[src/sv/sdtm_pkg.sv]
package sdtm_pkg;

  // default sizes of the sample path
  localparam int SAMPLE_WIDTH_DEF = 16;
  localparam int MAX_FACTOR_DEF   = 256;

  // configuration port
  localparam int CFG_W     = 9;
  localparam int CFG_IDX_W = 2;
  localparam logic [CFG_IDX_W-1:0] CFG_IDX_FACTOR = 2'd0;
  localparam logic [CFG_IDX_W-1:0] CFG_IDX_MODE   = 2'd1;

  // depth of the job queue between front and back
  localparam int JOB_DEPTH = 4;

  typedef enum logic [1:0] {
    MODE_SUBSAMPLE = 2'd0,
    MODE_MEAN      = 2'd1,
    MODE_PEAK      = 2'd2,
    MODE_NONE      = 2'd3
  } mode_t;

  typedef enum logic [1:0] {
    JOB_PASS = 2'd0,
    JOB_MEAN = 2'd1,
    JOB_PEAK = 2'd2
  } job_kind_t;

  typedef enum logic [1:0] {
    BK_IDLE   = 2'd0,
    BK_DIV    = 2'd1,
    BK_DONE   = 2'd2,
    BK_SECOND = 2'd3
  } back_state_t;

endpackage

[src/sv/sdtm_queue.sv]
module sdtm_queue
  import sdtm_pkg::*;
#(
  parameter int W     = 8,
  parameter int DEPTH = JOB_DEPTH
) (
  input  logic         clk,
  input  logic         rst_n,
  input  logic         wr_en,
  input  logic [W-1:0] wr_data,
  output logic         full,
  input  logic         rd_en,
  output logic [W-1:0] rd_data,
  output logic         empty
);

  localparam int PW = (DEPTH > 1) ? $clog2(DEPTH) : 1;
  localparam int CW = $clog2(DEPTH + 1);

  logic [W-1:0]  mem_r [DEPTH];
  logic [PW-1:0] wr_ptr_r, wr_ptr_nxt;
  logic [PW-1:0] rd_ptr_r, rd_ptr_nxt;
  logic [CW-1:0] cnt_r, cnt_nxt;
  logic          do_wr, do_rd;

  assign full    = (cnt_r == CW'(DEPTH));
  assign empty   = (cnt_r == '0);
  assign rd_data = mem_r[rd_ptr_r];
  assign do_wr   = wr_en && !full;
  assign do_rd   = rd_en && !empty;

  // advance pointers and fill count
  always_comb begin
    wr_ptr_nxt = wr_ptr_r;
    rd_ptr_nxt = rd_ptr_r;
    cnt_nxt    = cnt_r;
    if (do_wr) begin
      wr_ptr_nxt = (wr_ptr_r == PW'(DEPTH - 1)) ? '0 : wr_ptr_r + 1'b1;
    end
    if (do_rd) begin
      rd_ptr_nxt = (rd_ptr_r == PW'(DEPTH - 1)) ? '0 : rd_ptr_r + 1'b1;
    end
    if (do_wr && !do_rd) begin
      cnt_nxt = cnt_r + 1'b1;
    end else if (do_rd && !do_wr) begin
      cnt_nxt = cnt_r - 1'b1;
    end
  end

  always_ff @(posedge clk) begin
    if (!rst_n) begin
      wr_ptr_r <= '0;
      rd_ptr_r <= '0;
      cnt_r    <= '0;
    end else begin
      wr_ptr_r <= wr_ptr_nxt;
      rd_ptr_r <= rd_ptr_nxt;
      cnt_r    <= cnt_nxt;
    end
  end

  // store entry
  always_ff @(posedge clk) begin
    if (do_wr) begin
      mem_r[wr_ptr_r] <= wr_data;
    end
  end

endmodule

[src/sv/sdtm_front.sv]
module sdtm_front
  import sdtm_pkg::*;
#(
  parameter int SAMPLE_WIDTH = SAMPLE_WIDTH_DEF,
  parameter int MAX_FACTOR   = MAX_FACTOR_DEF,
  localparam int FW    = $clog2(MAX_FACTOR) + 1,
  localparam int SUMW  = SAMPLE_WIDTH + $clog2(MAX_FACTOR),
  localparam int JOB_W = 32 + SUMW + 2 * SAMPLE_WIDTH + FW + 1 + 2
) (
  input  logic                           clk,
  input  logic                           rst_n,
  input  logic                           cfg_we,
  input  logic [CFG_IDX_W-1:0]           cfg_index,
  input  logic [CFG_W-1:0]               cfg_data,
  input  logic                           in_push,
  output logic                           in_full,
  input  logic [31:0]                    in_x_position,
  input  logic signed [SAMPLE_WIDTH-1:0] in_y_sample,
  input  logic                           in_sample_valid,
  input  logic                           in_set_end,
  output logic                           job_push,
  output logic [JOB_W-1:0]               job_data,
  input  logic                           job_full
);

  localparam int IW = $clog2(MAX_FACTOR);
  localparam int SW = SAMPLE_WIDTH;

  logic [CFG_W-1:0]        factor_r, factor_nxt;
  mode_t                   mode_r, mode_nxt;
  logic [IW-1:0]           idx_r, idx_nxt;
  logic signed [SUMW-1:0]  sum_r, sum_nxt;
  logic signed [SW-1:0]    max_r, max_nxt;
  logic signed [SW-1:0]    min_r, min_nxt;
  logic                    inv_r, inv_nxt;
  logic [31:0]             mid_r, mid_nxt;

  logic [FW-1:0]           f_eff;
  logic                    accept, bypass, first, last_in_blk;
  logic signed [SUMW-1:0]  y_ext;
  logic signed [SW-1:0]    y_kept;
  job_kind_t               kind;
  logic                    gen, ok;
  logic [31:0]             j_pos;
  logic [SW-1:0]           j_hi, j_lo;

  assign accept  = in_push && !job_full;
  assign in_full = job_full;

  // clamp factor: zero acts as one, large values saturate
  always_comb begin
    if (factor_r == '0) begin
      f_eff = FW'(1);
    end else if (32'(factor_r) > MAX_FACTOR) begin
      f_eff = FW'(MAX_FACTOR);
    end else begin
      f_eff = FW'(factor_r);
    end
  end

  assign bypass      = (f_eff == FW'(1)) || (mode_r == MODE_NONE);
  assign first       = (idx_r == '0);
  assign last_in_blk = ({1'b0, idx_r} + 1'b1) == f_eff;
  assign y_ext       = {{(SUMW - SW){in_y_sample[SW-1]}}, in_y_sample};
  assign y_kept      = in_sample_valid ? in_y_sample : '0;

  // accumulate block and classify the request
  always_comb begin
    factor_nxt = factor_r;
    mode_nxt   = mode_r;
    idx_nxt    = idx_r;
    sum_nxt    = sum_r;
    max_nxt    = max_r;
    min_nxt    = min_r;
    inv_nxt    = inv_r;
    mid_nxt    = mid_r;
    gen        = 1'b0;
    kind       = JOB_PASS;
    ok         = in_sample_valid;
    j_pos      = in_x_position;
    j_hi       = y_kept;
    j_lo       = '0;

    if (cfg_we) begin
      priority case (cfg_index)
        CFG_IDX_FACTOR: begin
          factor_nxt = cfg_data;
          idx_nxt    = '0;
        end
        CFG_IDX_MODE: begin
          mode_nxt = mode_t'(cfg_data[1:0]);
          idx_nxt  = '0;
        end
        default: ;
      endcase
    end else if (accept) begin
      if (bypass) begin
        gen = 1'b1;
        if (in_set_end) begin
          idx_nxt = '0;
        end
      end else begin
        sum_nxt = (first ? '0 : sum_r) + y_ext;
        max_nxt = (first || in_y_sample > max_r) ? in_y_sample : max_r;
        min_nxt = (first || in_y_sample < min_r) ? in_y_sample : min_r;
        inv_nxt = (first ? 1'b0 : inv_r) | !in_sample_valid;
        if ({1'b0, idx_r} == (f_eff >> 1)) begin
          mid_nxt = in_x_position;
        end
        if (first && mode_r == MODE_SUBSAMPLE) begin
          gen = 1'b1;
        end
        if (last_in_blk) begin
          idx_nxt = '0;
          ok      = !inv_nxt;
          j_pos   = mid_nxt;
          j_hi    = max_nxt;
          j_lo    = min_nxt;
          unique case (mode_r)
            MODE_MEAN: begin
              gen  = 1'b1;
              kind = JOB_MEAN;
            end
            MODE_PEAK: begin
              gen  = 1'b1;
              kind = JOB_PEAK;
            end
            MODE_SUBSAMPLE, MODE_NONE: ;
          endcase
        end else begin
          idx_nxt = idx_r + 1'b1;
        end
        if (in_set_end) begin
          idx_nxt = '0;
        end
      end
    end
  end

  assign job_push = accept && gen && !cfg_we;
  assign job_data = {j_pos, sum_nxt, j_hi, j_lo, f_eff, ok, kind};

  always_ff @(posedge clk) begin
    if (!rst_n) begin
      factor_r <= CFG_W'(1);
      mode_r   <= MODE_SUBSAMPLE;
      idx_r    <= '0;
    end else begin
      factor_r <= factor_nxt;
      mode_r   <= mode_nxt;
      idx_r    <= idx_nxt;
    end
  end

  // hold block accumulators
  always_ff @(posedge clk) begin
    sum_r <= sum_nxt;
    max_r <= max_nxt;
    min_r <= min_nxt;
    inv_r <= inv_nxt;
    mid_r <= mid_nxt;
  end

endmodule

[src/sv/sdtm_back.sv]
module sdtm_back
  import sdtm_pkg::*;
#(
  parameter int SAMPLE_WIDTH = SAMPLE_WIDTH_DEF,
  parameter int MAX_FACTOR   = MAX_FACTOR_DEF,
  localparam int FW    = $clog2(MAX_FACTOR) + 1,
  localparam int SUMW  = SAMPLE_WIDTH + $clog2(MAX_FACTOR),
  localparam int JOB_W = 32 + SUMW + 2 * SAMPLE_WIDTH + FW + 1 + 2
) (
  input  logic                           clk,
  input  logic                           rst_n,
  input  logic                           job_empty,
  input  logic [JOB_W-1:0]               job_data,
  output logic                           job_pop,
  input  logic                           out_pop,
  output logic                           out_empty,
  output logic [31:0]                    out_position,
  output logic signed [SAMPLE_WIDTH-1:0] out_value,
  output logic                           out_valid,
  output logic                           out_last_of_run
);

  localparam int SW   = SAMPLE_WIDTH;
  localparam int CNTW = $clog2(SUMW);

  // unpack request
  logic [31:0]     j_pos;
  logic [SUMW-1:0] j_sum;
  logic [SW-1:0]   j_hi, j_lo;
  logic [FW-1:0]   j_factor;
  logic            j_ok;
  logic [1:0]      j_kind_raw;
  job_kind_t       j_kind;

  assign {j_pos, j_sum, j_hi, j_lo, j_factor, j_ok, j_kind_raw} = job_data;
  assign j_kind = job_kind_t'(j_kind_raw);

  back_state_t     state_r, state_nxt;
  logic [FW-1:0]   rem_r, rem_nxt;
  logic [SUMW-1:0] quo_r, quo_nxt;
  logic [FW-1:0]   div_r, div_nxt;
  logic [CNTW-1:0] cnt_r, cnt_nxt;
  logic            neg_r, neg_nxt;
  logic            ok_r, ok_nxt;
  logic [31:0]     pos_r, pos_nxt;
  logic [SW-1:0]   min_r, min_nxt;

  logic            ov_r, ov_nxt;
  logic [31:0]     opos_r, opos_nxt;
  logic [SW-1:0]   oval_r, oval_nxt;
  logic            ovld_r, ovld_nxt;
  logic            olast_r, olast_nxt;

  logic            out_free;
  logic [FW:0]     shifted, diff;
  logic            ge;
  logic [SUMW-1:0] quo_signed;

  assign out_free   = !ov_r || out_pop;
  assign shifted    = {rem_r, quo_r[SUMW-1]};
  assign diff       = shifted - {1'b0, div_r};
  assign ge         = shifted >= {1'b0, div_r};
  assign quo_signed = neg_r ? (~quo_r + 1'b1) : quo_r;

  // sequence requests, divide one bit a cycle, fill the output register
  always_comb begin
    state_nxt = state_r;
    rem_nxt   = rem_r;
    quo_nxt   = quo_r;
    div_nxt   = div_r;
    cnt_nxt   = cnt_r;
    neg_nxt   = neg_r;
    ok_nxt    = ok_r;
    pos_nxt   = pos_r;
    min_nxt   = min_r;
    ov_nxt    = ov_r && !out_pop;
    opos_nxt  = opos_r;
    oval_nxt  = oval_r;
    ovld_nxt  = ovld_r;
    olast_nxt = olast_r;
    job_pop   = 1'b0;

    unique case (state_r)
      BK_IDLE: begin
        if (!job_empty) begin
          unique case (j_kind)
            JOB_MEAN: begin
              job_pop   = 1'b1;
              neg_nxt   = j_sum[SUMW-1];
              quo_nxt   = j_sum[SUMW-1] ? (~j_sum + 1'b1) : j_sum;
              rem_nxt   = '0;
              div_nxt   = j_factor;
              cnt_nxt   = CNTW'(SUMW - 1);
              ok_nxt    = j_ok;
              pos_nxt   = j_pos;
              state_nxt = BK_DIV;
            end
            JOB_PEAK: begin
              if (out_free) begin
                job_pop   = 1'b1;
                ov_nxt    = 1'b1;
                opos_nxt  = j_pos;
                oval_nxt  = j_ok ? j_hi : '0;
                ovld_nxt  = j_ok;
                olast_nxt = 1'b0;
                pos_nxt   = j_pos;
                ok_nxt    = j_ok;
                min_nxt   = j_ok ? j_lo : '0;
                state_nxt = BK_SECOND;
              end
            end
            default: begin
              if (out_free) begin
                job_pop   = 1'b1;
                ov_nxt    = 1'b1;
                opos_nxt  = j_pos;
                oval_nxt  = j_hi;
                ovld_nxt  = j_ok;
                olast_nxt = 1'b1;
              end
            end
          endcase
        end
      end
      BK_DIV: begin
        rem_nxt = ge ? diff[FW-1:0] : shifted[FW-1:0];
        quo_nxt = {quo_r[SUMW-2:0], ge};
        cnt_nxt = cnt_r - 1'b1;
        if (cnt_r == '0) begin
          state_nxt = BK_DONE;
        end
      end
      BK_DONE: begin
        if (out_free) begin
          ov_nxt    = 1'b1;
          opos_nxt  = pos_r;
          oval_nxt  = ok_r ? quo_signed[SW-1:0] : '0;
          ovld_nxt  = ok_r;
          olast_nxt = 1'b1;
          state_nxt = BK_IDLE;
        end
      end
      BK_SECOND: begin
        if (out_free) begin
          ov_nxt    = 1'b1;
          opos_nxt  = pos_r;
          oval_nxt  = min_r;
          ovld_nxt  = ok_r;
          olast_nxt = 1'b1;
          state_nxt = BK_IDLE;
        end
      end
    endcase
  end

  always_ff @(posedge clk) begin
    if (!rst_n) begin
      state_r <= BK_IDLE;
      ov_r    <= 1'b0;
    end else begin
      state_r <= state_nxt;
      ov_r    <= ov_nxt;
    end
  end

  // hold divider and result payload
  always_ff @(posedge clk) begin
    rem_r   <= rem_nxt;
    quo_r   <= quo_nxt;
    div_r   <= div_nxt;
    cnt_r   <= cnt_nxt;
    neg_r   <= neg_nxt;
    ok_r    <= ok_nxt;
    pos_r   <= pos_nxt;
    min_r   <= min_nxt;
    opos_r  <= opos_nxt;
    oval_r  <= oval_nxt;
    ovld_r  <= ovld_nxt;
    olast_r <= olast_nxt;
  end

  assign out_empty       = !ov_r;
  assign out_position    = opos_r;
  assign out_value       = oval_r;
  assign out_valid       = ovld_r;
  assign out_last_of_run = olast_r;

endmodule

[src/sv/sample_decimator_three_mode.sv]
// Decimator for a stream of (position, sample) pairs with subsample, mean and
// peak (max then min) modes.
// Input: drive in_* and raise in_push; the pair is taken on a clock edge where
// in_full is low. Results: while out_empty is low the oldest result sits on
// out_*; raise out_pop to take it.
// Configuration: cfg_we with cfg_index 0 (factor) or 1 (mode) and cfg_data;
// a write to either restarts the current block. Write only while the block is idle.
// Path: each request passes through the request queue to the back end, which
// fills the output register. The mean comes from a restoring divider that
// retires one quotient bit per cycle; the back end takes no new request until
// the mean result is in the output register. A peak block yields two results,
// its max and then its min.
// Throughput: one pair per cycle on the input while in_full is low. A
// four-entry request queue between the classifier and the divider absorbs
// short bursts.
// When out_pop stays low the output register holds, the request queue fills
// and in_full rises; nothing is dropped.
// Reset (rst_n low at a clock edge) sets factor 1, mode subsample, and empties
// the queue and the output register.
module sample_decimator_three_mode
  import sdtm_pkg::*;
#(
  parameter int SAMPLE_WIDTH = SAMPLE_WIDTH_DEF,
  parameter int MAX_FACTOR   = MAX_FACTOR_DEF
) (
  input  logic                           clk,
  input  logic                           rst_n,
  input  logic                           cfg_we,
  input  logic [CFG_IDX_W-1:0]           cfg_index,
  input  logic [CFG_W-1:0]               cfg_data,
  input  logic                           in_push,
  output logic                           in_full,
  input  logic [31:0]                    in_x_position,
  input  logic signed [SAMPLE_WIDTH-1:0] in_y_sample,
  input  logic                           in_sample_valid,
  input  logic                           in_set_end,
  output logic                           out_empty,
  input  logic                           out_pop,
  output logic [31:0]                    out_position,
  output logic signed [SAMPLE_WIDTH-1:0] out_value,
  output logic                           out_valid,
  output logic                           out_last_of_run
);

  localparam int FW    = $clog2(MAX_FACTOR) + 1;
  localparam int SUMW  = SAMPLE_WIDTH + $clog2(MAX_FACTOR);
  localparam int JOB_W = 32 + SUMW + 2 * SAMPLE_WIDTH + FW + 1 + 2;

  logic             job_push, job_full, job_pop, job_empty;
  logic [JOB_W-1:0] job_wdata, job_rdata;

  // classify pairs and build block requests
  sdtm_front #(
    .SAMPLE_WIDTH(SAMPLE_WIDTH),
    .MAX_FACTOR  (MAX_FACTOR)
  ) u_front (
    .clk            (clk),
    .rst_n          (rst_n),
    .cfg_we         (cfg_we),
    .cfg_index      (cfg_index),
    .cfg_data       (cfg_data),
    .in_push        (in_push),
    .in_full        (in_full),
    .in_x_position  (in_x_position),
    .in_y_sample    (in_y_sample),
    .in_sample_valid(in_sample_valid),
    .in_set_end     (in_set_end),
    .job_push       (job_push),
    .job_data       (job_wdata),
    .job_full       (job_full)
  );

  // buffer requests between front and back
  sdtm_queue #(
    .W    (JOB_W),
    .DEPTH(JOB_DEPTH)
  ) u_queue (
    .clk    (clk),
    .rst_n  (rst_n),
    .wr_en  (job_push),
    .wr_data(job_wdata),
    .full   (job_full),
    .rd_en  (job_pop),
    .rd_data(job_rdata),
    .empty  (job_empty)
  );

  // divide, split peak pairs and hold the result
  sdtm_back #(
    .SAMPLE_WIDTH(SAMPLE_WIDTH),
    .MAX_FACTOR  (MAX_FACTOR)
  ) u_back (
    .clk            (clk),
    .rst_n          (rst_n),
    .job_empty      (job_empty),
    .job_data       (job_rdata),
    .job_pop        (job_pop),
    .out_pop        (out_pop),
    .out_empty      (out_empty),
    .out_position   (out_position),
    .out_value      (out_value),
    .out_valid      (out_valid),
    .out_last_of_run(out_last_of_run)
  );

endmodule

[config.mk]
export PLATFORM = sky130hd
export DESIGN_NAME = sample_decimator_three_mode
export DESIGN_NICKNAME = d
export VERILOG_FILES = /design/src/sv/sdtm_pkg.sv /design/src/sv/sdtm_queue.sv /design/src/sv/sdtm_front.sv /design/src/sv/sdtm_back.sv /design/src/sv/sample_decimator_three_mode.sv
export SDC_FILE = /design/constraint.sdc
export NUM_CORES = 1
export LEC_CHECK = 0
export BUFFER_PORTS_ARGS = -buffer_cell sky130_fd_sc_hd__buf_4
export CORE_UTILIZATION = 62
export CTS_CLUSTER_DIAMETER = 40
export DETAILED_ROUTE_END_ITERATION = 10
export PLACE_DENSITY_LB_ADDON = 0.08
export SLEW_MARGIN = 20
export SYNTH_ARGS = -nofsm -noshare
export SYNTH_HDL_FRONTEND = slang
export SYNTH_SLANG_ARGS = --single-unit
[constraint.sdc]
create_clock -name clk -period 6.15 [get_ports clk]
set_input_delay 0.615 -clock clk [delete_from_list [all_inputs] [get_ports clk]]
set_output_delay 0.615 -clock clk [all_outputs]
set_load 0.1 [all_outputs]
==> results.md <==
- Status: finished, violations left
- Violated checks: DRC
- Syn-to-layout area delta: 15.0%
- Final setup vio count: 0
- Reg power frac: between 40% and 50%
- Antenna-violating nets left: 0
- Number of max-cap violations: 0
- Largest net degree at the start of global routing: about 100
- Dominant synthesized flop cell: edfxtp_1
- Drt first pass iters: 8
- Cell taking the most area after synthesis: edfxtp_1
- Req. time, crit path: roughly 6500 ps
- Initial core utilization: a little over three fifths
- FF-to-FF setup slack: roughly 1400 ps
- Seq/Total Area, Yosys: between 60% and 70%
- CP endpoint kind: flip-flop
- Cell Pwr Density: 474 nW/um^2
- Maximum VDD drop: around 0.00036 V
- Worst slew margin: 27.9%
- WS Path Type: reg -> reg
- Clk root buf: clkbuf_16
- Cell Rows: slightly below 80
- Num CTS Buffers: 83
- Crit share post-route: between 70% and 80%
- Hold_buf cts: 0
- Final Max Slew Viols: 0
- Worst skew pair latency: between 600 and 700 ps
- Clock share of power: between 30 and 40%
- Worst slew pin tran: around 1100 ps
- RD Place Congestion: approximately 0.88
- Buffers added on ports: 117
- Dpl hpwl: between 30000 and 40000 um
- Synth cell types: 74
- Post-route clock skew: approximately 18 ps
- Initial DRC count: ~1500
- Resize count post-CTS: 0
- Share of layout cells above drive strength 1: between 20% and 30%
- Switching Share: about a third
- DIE WIDTH: ~220 um
- Vias per std cell: between 6 and 7
- Ant. Diodes: 0
- Num Clock Sinks: 667
- Number of remaining DRC errors: 24
- Post-CTS Setup Bufs: 0
- P_sw: about 5.6 mW
- Core area: about 47000 sq um
- DP Area: 31000 sq um
- CTS tree: done
- Drt wl/cell: 22.9 um
- Async S/R FF share, synth: 0%
- Pint: ~10 mW
- Minimum clock period: between 4000 and 5000 ps
- # fillers: between 2000 and 3000
- Hold Fails Final Rpt: 0
- Final non-filler cell area: between 30000 and 40000 sq um
- NumNets Final: about 2200
- H-tree levels: 3
- Synth top area cells: edfxtp_1 (62%), mux4_2 (7.5%), mux2_2 (4.0%)
- Crit start category: flip-flop
- Most frequent cells in the layout: edfxtp_1 (612), buf_4 (139), nand2_1 (110)
- Via Count: roughly 17000
- Commonest non-fill, non-tap cell in the layout: edfxtp_1
- Synth Cell Area: 29400 sq um
- Die area: between 40000 and 50000 sq um
- Critical path fanouts, max: 24
- WL final: roughly 63000 um
- Mapped Nets: ~2100
- EDFF count, synth: 612
- RSZ-0062 raised after global routing: no
- Vias in the first global route: approximately 17000
- Chip Height: approximately 220 um
- F_max: roughly 0.21 GHz
- #FFs+latches synth: roughly 670
- Global route total overflow: 0
- Synth Warn #: 0
- First-pass GRT wire length: between 90000 and 100000 um
- Logic gate share of total power: between 20 and 30%
- Initial antenna violation count: 0
- Synthesized area per cell: 15.3 sq um
- Cell count after synthesis: 1925
- Clock Tree Buf Depth: 3
- Area share of the largest cell type after synthesis: between 60% and 70%
- Total GRT Usage: about a quarter
- Setup Total Neg Slack: 0 ps
- Hold Crit Class: in -> reg
- I/O pin count: about 120
- Worst-path clk slew: 60 ps
- Static Leak: ~12 nW
- Worst EP arrival: between 5000 and 6000 ps
## worst paths after layout
path | startpoint | to | cells past startpoint
setup / recovery | u_front.idx_r[0] | u_queue.mem_r[3][66] | 15
hold reg to reg | u_queue.cnt_r[2] | u_queue.cnt_r[2] | 2
setup reg to reg | u_front.idx_r[0] | u_queue.mem_r[3][66] | 15
hold / removal | rst_n | u_front.factor_r[0] | 2
## layout make-up
class	count	area [sq um]	area share (%)
inverter	82	309	0.913
tap	607	759	2.24
multi-input combinational	1098	9350	27.6
timing repair buffer	144	1150	3.40
clock inverter	50	542	1.60
sequential	667	19500	57.6
clock buffer	99	2240	6.63
## state kept, by name (all words and copies together), names as in the netlist, 24 cells and up, named ones only
register / count
u_queue.mem_r: 400
u_back.quo_r: 24
u_back.out_position: 32
u_back.pos_r: 32
u_front.sum_r: 24
u_front.mid_r: 32
## critical path, stage by stage (launching register included)
cell and delay [ps]:
dfxtp_1 380, inv_1 150, ha_1 160, nor4b_1 340
nand2_1 410, buf_4 350, and2_1 180, ha_1 320
nor2b_1 150, o31a_1 260, o31a_1 340, a41o_1 300
a311o_1 410, a21oi_1 200, xor2_1 90, o21ai_0 390
## cells in the mapped netlist, drive strengths merged (34+ instances only)
cell	instances
mux4	98
nor3	38
mux2	106
a21oi	59
xnor2	40
clkbuf	52
nor2	103
nor2b	34
dfxtp	55
o21ai	112
ha	80
nand2	111
edfxtp	612
inv	81
## through the flow
| step | utilization, % | hold slack, ps | total power, mW | setup slack [ps] | instances |
|---|---|---|---|---|---|
| after floorplan | - | 441 | 9.98 | 347 | 1925 |
| after global placement | 66.4 | 482 | 11.1 | 1690 | 2596 |
| after detailed placement | 66.5 | 488 | 11.2 | 1530 | 2596 |
| after CTS | 72.4 | 192 | 16.1 | 1440 | 2745 |
| after global routing | 72.5 | 220 | 16.7 | 1210 | 2747 |
| final | 72.5 | 224 | 16.0 | 1450 | 2747 |
## power by group through the flow
stage               sequential, mW  combinational (mW)  clock, mW
CTS                           6.51                4.69       4.90
finish                        6.50                4.71       4.83
global route                  6.57                5.03       5.08
detailed placement            6.58                4.66          0
global placement              6.56                4.56          0
floorplan                     7.66                2.32          0
## routing by layer
layer	routed length [um]	GRT usage (%)
met1	25800	34.9
met2	30500	44.3
met3	4370	5.52
met4	2210	9.72
met5	0	0
## kinds of logic after synthesis
kind of cell	synth area share (%)
simple gates	7.13
fa+ha+maj	3.61
buf+inv	2.21
compound gates	6.24
flops	66.2
mux	12.4
xor+xnor	2.25
No activity file was read; power rests on OpenSTA's default activity.
